File: src/rtl/fsp_pkg.sv
// Shared types and defaults for the queue with search and palindrome check.
package fsp_pkg;

	localparam int DEF_DEPTH       = 16;
	localparam int DEF_VALUE_WIDTH = 32;

	typedef enum logic [1:0] {
		OP_INSERT = 2'd0,
		OP_DELETE = 2'd1,
		OP_SEARCH = 2'd2,
		OP_PAL    = 2'd3
	} op_t;

	typedef enum logic [1:0] {
		STAT_OK    = 2'd0,
		STAT_EMPTY = 2'd1,
		STAT_FULL  = 2'd2
	} status_t;

	typedef enum logic [1:0] {
		S_IDLE,
		S_READ,
		S_SCAN,
		S_DONE
	} state_t;

endpackage

File: src/rtl/fsp_ram.sv
// Generic RAM: one write port, two read ports, registered read data.
module fsp_ram #(
	parameter int WIDTH = 32,
	parameter int DEPTH = 16
) (
	input  logic                     clk,
	input  logic                     we,
	input  logic [$clog2(DEPTH)-1:0] waddr,
	input  logic [WIDTH-1:0]         wdata,
	input  logic [$clog2(DEPTH)-1:0] raddr_a,
	output logic [WIDTH-1:0]         rdata_a,
	input  logic [$clog2(DEPTH)-1:0] raddr_b,
	output logic [WIDTH-1:0]         rdata_b
);

	logic [WIDTH-1:0] mem [DEPTH];

	always_ff @(posedge clk) begin
		if (we) begin
			mem[waddr] <= wdata;
		end
		rdata_a <= mem[raddr_a];
		rdata_b <= mem[raddr_b];
	end

endmodule

File: src/rtl/fifo_search_palindrome_check_top.sv
// Bounded queue with insert, delete, search and palindrome check over a RAM.
//
// Input channel: op and value with in_valid / in_stall. One item is taken
// at a time; in_stall stays high from acceptance until its result has been
// moved into the output register.
// Output channel: status, removed_value, found, is_palindrome with
// out_valid / out_stall. One result per item. The output register lets the
// next item be accepted while a result still waits for the receiver; when
// out_stall holds, the result stays put and the next result waits inside.
// Work done between acceptance and loading the result for out_valid:
//   insert, or any op on an empty queue: no RAM read needed
//   delete: the head entry is read in S_READ
//   search: up to count stored entries, one stored entry read per cycle
//   palindrome: up to count/2 pairs, head-side and tail-side entries
//   read together on the two RAM read ports, one pair per cycle
// The scan stops early on a match (search) or a mismatch (palindrome).
// Reset empties the queue (head, tail, count cleared); the RAM contents are
// not cleared, since data read from unoccupied slots is never used.
module fifo_search_palindrome_check_top #(
	parameter int DEPTH       = fsp_pkg::DEF_DEPTH,
	parameter int VALUE_WIDTH = fsp_pkg::DEF_VALUE_WIDTH
) (
	input  logic               clk,
	input  logic               arst_n,
	input  logic               in_valid,
	output logic               in_stall,
	input  logic [1:0]         op,
	input  logic signed [31:0] value,
	output logic               out_valid,
	input  logic               out_stall,
	output logic [1:0]         status,
	output logic signed [31:0] removed_value,
	output logic               found,
	output logic               is_palindrome
);

	import fsp_pkg::*;

	localparam int AW = $clog2(DEPTH);
	localparam int CW = $clog2(DEPTH + 1);
	localparam logic [AW-1:0] LAST_SLOT = AW'(DEPTH - 1);
	localparam logic [CW-1:0] FULL_CNT  = CW'(DEPTH);

	state_t state_q, state_nxt;

	logic [AW-1:0] head_q, tail_q, fptr_q, bptr_q;
	logic [CW-1:0] count_q, n_q, iss_q;
	logic          rd_valid_s1;
	op_t           op_q;
	logic [VALUE_WIDTH-1:0] key_q;

	status_t      res_status_q;
	logic [31:0]  res_removed_q;
	logic         res_found_q, res_pal_q;

	logic               out_valid_q;
	status_t            out_status_q;
	logic signed [31:0] out_removed_q;
	logic               out_found_q, out_pal_q;

	logic                          in_acc;
	op_t                           in_op;
	logic signed [VALUE_WIDTH-1:0] val_in;
	logic                          is_empty, is_full;
	logic [CW-1:0]                 half_cnt;
	logic                          ram_we, issue, scan_hit, scan_end, load_out;
	logic [AW-1:0]                 raddr_a;
	logic [VALUE_WIDTH-1:0]        rdata_a, rdata_b;
	logic signed [VALUE_WIDTH-1:0] rd_a_s;

	function automatic logic [AW-1:0] slot_next(input logic [AW-1:0] p);
		return (p == LAST_SLOT) ? '0 : p + 1'b1;
	endfunction

	function automatic logic [AW-1:0] slot_prev(input logic [AW-1:0] p);
		return (p == '0) ? LAST_SLOT : p - 1'b1;
	endfunction

	assign in_op    = op_t'(op);
	assign val_in   = VALUE_WIDTH'(value);
	assign is_empty = (count_q == '0);
	assign is_full  = (count_q == FULL_CNT);
	assign half_cnt = count_q >> 1;
	assign in_acc   = in_valid && !in_stall;
	assign raddr_a  = (state_q == S_IDLE) ? head_q : fptr_q;
	assign rd_a_s   = rdata_a;

	fsp_ram #(
		.WIDTH(VALUE_WIDTH),
		.DEPTH(DEPTH)
	) u_ram (
		.clk    (clk),
		.we     (ram_we),
		.waddr  (tail_q),
		.wdata  (val_in),
		.raddr_a(raddr_a),
		.rdata_a(rdata_a),
		.raddr_b(bptr_q),
		.rdata_b(rdata_b)
	);

	// Next state
	always_comb begin
		state_nxt = state_q;
		case (state_q)
			S_IDLE: begin
				if (in_acc) begin
					case (in_op)
						OP_INSERT: state_nxt = S_DONE;
						OP_DELETE: state_nxt = is_empty ? S_DONE : S_READ;
						OP_SEARCH: state_nxt = is_empty ? S_DONE : S_SCAN;
						default:   state_nxt = (half_cnt == '0) ? S_DONE : S_SCAN;
					endcase
				end
			end
			S_READ: state_nxt = S_DONE;
			S_SCAN: begin
				if (scan_hit || scan_end) begin
					state_nxt = S_DONE;
				end
			end
			S_DONE: begin
				if (load_out) begin
					state_nxt = S_IDLE;
				end
			end
			default: state_nxt = S_IDLE;
		endcase
	end

	// Control outputs
	always_comb begin
		in_stall = (state_q != S_IDLE);
		ram_we   = 1'b0;
		issue    = 1'b0;
		scan_hit = 1'b0;
		scan_end = 1'b0;
		load_out = 1'b0;
		case (state_q)
			S_IDLE: begin
				ram_we = in_acc && (in_op == OP_INSERT) && !is_full;
			end
			S_SCAN: begin
				if (rd_valid_s1) begin
					if (op_q == OP_SEARCH) begin
						scan_hit = (rdata_a == key_q);
					end else begin
						scan_hit = (rdata_a != rdata_b);
					end
				end
				scan_end = rd_valid_s1 && (iss_q == n_q) && !scan_hit;
				issue    = (iss_q != n_q) && !scan_hit;
			end
			S_DONE: begin
				load_out = !out_valid_q || !out_stall;
			end
			default: ;
		endcase
	end

	always_ff @(posedge clk or negedge arst_n) begin
		if (!arst_n) begin
			state_q     <= S_IDLE;
			head_q      <= '0;
			tail_q      <= '0;
			count_q     <= '0;
			rd_valid_s1 <= 1'b0;
			out_valid_q <= 1'b0;
		end else begin
			state_q     <= state_nxt;
			rd_valid_s1 <= issue;
			if (in_acc) begin
				case (in_op)
					OP_INSERT: begin
						if (!is_full) begin
							tail_q  <= slot_next(tail_q);
							count_q <= count_q + 1'b1;
						end
					end
					OP_DELETE: begin
						if (!is_empty) begin
							head_q  <= slot_next(head_q);
							count_q <= count_q - 1'b1;
						end
					end
					default: ;
				endcase
			end
			if (load_out) begin
				out_valid_q <= 1'b1;
			end else if (!out_stall) begin
				out_valid_q <= 1'b0;
			end
		end
	end

	// Scan pointers and result fields
	always_ff @(posedge clk) begin
		if (in_acc) begin
			op_q          <= in_op;
			key_q         <= val_in;
			fptr_q        <= head_q;
			bptr_q        <= slot_prev(tail_q);
			iss_q         <= '0;
			n_q           <= (in_op == OP_PAL) ? half_cnt : count_q;
			res_removed_q <= '0;
			res_found_q   <= 1'b0;
			res_pal_q     <= (in_op == OP_PAL);
			case (in_op)
				OP_INSERT: begin
					res_status_q <= is_full ? STAT_FULL : STAT_OK;
				end
				OP_DELETE, OP_SEARCH: begin
					res_status_q <= is_empty ? STAT_EMPTY : STAT_OK;
				end
				default: res_status_q <= STAT_OK;
			endcase
		end
		if (state_q == S_READ) begin
			res_removed_q <= 32'(rd_a_s);
		end
		if (issue) begin
			fptr_q <= slot_next(fptr_q);
			bptr_q <= slot_prev(bptr_q);
			iss_q  <= iss_q + 1'b1;
		end
		if (scan_hit) begin
			if (op_q == OP_SEARCH) begin
				res_found_q <= 1'b1;
			end else begin
				res_pal_q <= 1'b0;
			end
		end
		if (load_out) begin
			out_status_q  <= res_status_q;
			out_removed_q <= res_removed_q;
			out_found_q   <= res_found_q;
			out_pal_q     <= res_pal_q;
		end
	end

	assign out_valid     = out_valid_q;
	assign status        = out_status_q;
	assign removed_value = out_removed_q;
	assign found         = out_found_q;
	assign is_palindrome = out_pal_q;

	a_count_bound: assert property (@(posedge clk) disable iff (!arst_n)
		count_q <= FULL_CNT)
		else $error("entry count above depth");

	a_full_drop: assert property (@(posedge clk) disable iff (!arst_n)
		(in_acc && in_op == OP_INSERT && is_full) |=> $stable(count_q) && $stable(tail_q))
		else $error("insert on full queue changed the queue");

	a_ptr_meet: assert property (@(posedge clk) disable iff (!arst_n)
		(is_empty || is_full) |-> (head_q == tail_q))
		else $error("head and tail disagree with count");

	a_read_in_scan: assert property (@(posedge clk) disable iff (!arst_n)
		rd_valid_s1 |-> (state_q == S_SCAN))
		else $error("scan read pending outside scan");

	a_scan_bound: assert property (@(posedge clk) disable iff (!arst_n)
		(state_q == S_SCAN) |-> (iss_q <= n_q))
		else $error("scan issued past its end");

endmodule
File: config.mk
export PLATFORM = sky130hd
export DESIGN_NAME = fifo_search_palindrome_check_top
export DESIGN_NICKNAME = d
export VERILOG_FILES = /design/src/rtl/fsp_pkg.sv /design/src/rtl/fsp_ram.sv /design/src/rtl/fifo_search_palindrome_check_top.sv
export SDC_FILE = /design/constraint.sdc
export NUM_CORES = 1
export LEC_CHECK = 0
export ABC_AREA = 1
export BUFFER_PORTS_ARGS = -buffer_cell sky130_fd_sc_hd__buf_4
export CELL_PAD_IN_SITES_DETAIL_PLACEMENT = 1
export CELL_PAD_IN_SITES_GLOBAL_PLACEMENT = 1
export CORE_ASPECT_RATIO = 1.75
export CORE_MARGIN = 3
export CORE_UTILIZATION = 49
export DETAILED_ROUTE_END_ITERATION = 7
export PLACE_DENSITY_LB_ADDON = 0.12
export SLEW_MARGIN = 20
export SYNTH_ARGS = -nofsm -noshare
export SYNTH_HDL_FRONTEND = slang
export SYNTH_HIERARCHICAL = 1
export SYNTH_SLANG_ARGS = --single-unit
File: constraint.sdc
create_clock -name clk -period 4.5 [get_ports clk]
set_input_delay 0.675 -clock clk [delete_from_list [all_inputs] [get_ports clk]]
set_output_delay 0.675 -clock clk [all_outputs]
set_load 0.01 [all_outputs]
==> metrics.txt <==
fin crit share=0.792; Yosys reg bits=717; clock period minus final worst setup slack=3.56 ns; Rows=129; Avg Synthesized Cell Area=8.90 um2; die area=75,700 um2; Via Count=28,400; clk slew on worst S/H paths=0.07 ns; Hold Path Class=input pin to flip-flop; # fillers=8,295; crit path max fanout=12; Max stage delay on crit path=0.64 ns; synthesis-to-finish area growth=9.63%; multi-input logic area=11,000 um2; Design Power=0.0283 W; Max IR drop VDD=1030 uV; Core Area=71,200 um2; Final WS setup=0.935 ns; clk_lat worst skew=0.63 ns; leakage=17.2 nW; delay-heaviest family, CP=simple AND/OR/NAND/NOR gates; 1st-iter DRT viols=2,068; endpoint type of the worst setup path=flip-flop; Setup-failing EPs final=0; largest net degree at the start of global routing=163; setup_tns=0 ns; max cap viols=0; CP Launch Type=flip-flop; Mapped Cells=3,983; TritonCTS clock tree=yes; Final ANT Viol Nets=0; maximum clock rate=0.281 GHz; CP cell instances=inv_1, ha_1, nand2_1, inv_2, nand3_1, inv_1, nand3_1, nor2_4, buf_12; antenna cells=0; CP Class=flip-flop to flip-flop; register area=20,800 um2; status=completed; # port buffers=75; critical path data required time=4.83 ns; drt wl/cell=24.0 um; pre-CTS setup slack=0.976 ns; Ports=76; Final Hold Viols=0; number of iterations in the first detailed-routing pass=5; post_cts resized=0; CP bufs+invs=4; Seq/Total Area, Yosys=0.587; vias in the first global route=30,100; max-slew violation count=0; total grt overflow=0; commonest non-fill, non-tap cell in the layout=nand2_1; Vias/cell=5.73; crit path DAT=3.89 ns; die height=362 um; Clock Skew=0.0271 ns; Final Wtd Congestion=0.806; pwr/cell area=728 nW/um2; slowest CP cell=nor2_4; unrepaired setup endpoints after global routing=false; WHS Path Cells=1; clock root buffer master=clkbuf_16; Worst slew margin=0.208; H-tree levels=3; leading cell types in the layout, fill and taps excluded=nand2_1 (1,279), nand3_1 (923), edfxtp_1 (634); postcts setup bufs=0; Initial Util=0.498; first-pass GRT wire length=178 mm; worst-margin pin slew=1.19 ns; Max Root-Sink Buffers=3; synthesized cell area=35,400 um2; synth unique cells=37; DP Wirelength=69.2 mm; layout cells sized above 1=0.0717; CTS Buf Count=70; Ys Warns=6; Mapped Nets=4,041; Crit. path cell count=9; Die W=209 um; initial antenna violation count=0; Global Route Usage Sum=0.309; Clock Sinks=717; WL final=119 mm; Final nets=4,033; residual DRC count=0; R2R depth=9
## state kept, by name, summed over array words and instances (netlist names)
register       count
u_ram/mem        512
key_q             32
removed_value     32
res_removed_q     32
u_ram/rdata_a     32
u_ram/rdata_b     32
count_q            5
iss_q              5
n_q                5
bptr_q             4
fptr_q             4
head_q             4
tail_q             4
op_q               2
res_status_q       2
state_q            2
status             2
found              1
is_palindrome      1
out_valid          1
rd_valid_s1        1
res_found_q        1
res_pal_q          1
## cell usage after synthesis
cell type  instances  area share
buf_2            100       0.014
a211oi_1           1     0.00021
a31oi_1            1     0.00018
nand2_4            2     0.00064
xor2_1            19      0.0047
or2_2              4     0.00071
inv_1            633       0.067
nor2_1            62      0.0066
nand3_1          923        0.13
buf_12             1     0.00057
buf_1             21      0.0022
buf_6             50       0.016
inv_2              4     0.00042
nand2_2            9      0.0016
fa_1               1     0.00057
o21ai_0           21      0.0030
clkinv_1           2     0.00021
o211ai_1           1     0.00021
dfxtp_1           66       0.037
inv_4              2     0.00035
nand4_1            4     0.00071
or2_1              2     0.00035
nand3_2            1     0.00028
o2111ai_1          1     0.00025
nand2_1         1279        0.14
ha_1              19      0.0067
edfxtp_1         634        0.54
nand3b_1           2     0.00042
dfrtp_1           17       0.012
a21oi_1            4     0.00057
buf_8              2     0.00085
clkbuf_1          24      0.0025
nor3_1             8      0.0011
buf_4             19      0.0040
mux2i_1            1     0.00028
nor2_2             7      0.0012
xnor2_1           36      0.0089
## timing repair
action | 4_1_cts | 5_1_grt
setup endpoints to repair | 0 | 0
endpoints found under the hold margin | 17 | 0
hold buffers | 1 | 0
## power breakdown
group | internal, W | total, W | switching (W)
Clock | 0.00330 | 0.00586 | 0.00256
Combinational | 0.00378 | 0.0134 | 0.00966
Sequential | 0.00833 | 0.00897 | 0.000649
## path summary, 6_finish.rpt
path,startpoint,to,slack (ns)
setup / recovery,state_q[0]$_DFFE_PN0P_,u_ram/mem[12][21]$_DFFE_PP_,0.94
hold / removal,op[0],op_q[0]$_DFFE_PP_,0.27
setup reg to reg,state_q[0]$_DFFE_PN0P_,u_ram/mem[12][21]$_DFFE_PP_,0.94
hold reg to reg,res_removed_q[15]$_SDFFCE_PN0P_,removed_value[15]$_DFFE_PP_,0.42
max in group asynchronous,arst_n,head_q[2]$_DFFE_PN0P_,3.82
min in group asynchronous,arst_n,head_q[1]$_DFFE_PN0P_,0.46
## cell families after synthesis
kind of cell             Yosys count  synth area share
adder cells (fa/ha/maj)           20           0.00728
multiplexers                       1          0.000283
flip-flops                       717             0.587
buffers and inverters            858             0.108
AO/OA/AOI/OAI                     29           0.00438
XOR/XNOR                          55            0.0136
AND/OR/NAND/NOR                 2303             0.280
## per-layer routing
layer,vias up,GRT usage,share of wire,wire length (um)
met3,342,0.0327,0.055,6580
met4,0,0.156,0.053,6240
met5,-,0,0,0
met1,14200,0.371,0.38,45100
met2,1039,0.551,0.51,60600
li1,12800,-,-,-
## final cells by class
| cell class | instances | area share |
|---|---|---|
| clock buffer | 97 | 0.0509 |
| clock inverter | 29 | 0.00602 |
| inverter | 641 | 0.0626 |
| multi-input combinational | 2408 | 0.283 |
| sequential | 717 | 0.535 |
| tap | 917 | 0.0295 |
| timing repair buffer | 137 | 0.0330 |
## through the flow
stage | instance area, um2 | instances | util | hold slack [ns]
2_1_floorplan | 35400 | 3983 | - | 0.379
3_3_place_gp | 36600 | 4819 | 0.514 | 0.401
3_5_place_dp | 36600 | 4819 | 0.514 | 0.407
4_1_cts | 38800 | 4946 | 0.546 | 0.224
5_1_grt | 38800 | 4946 | 0.546 | 0.247
6_report | 38800 | 4946 | 0.546 | 0.272
## worst register-to-register path, delay by kind of cell, from the launching register on
family        cells  cell delay, ns
fa+ha+maj         1            0.58
buf+inv           4            0.77
flops             1            0.43
simple gates      4            1.47
No activity file was read; power rests on OpenSTA's default activity.
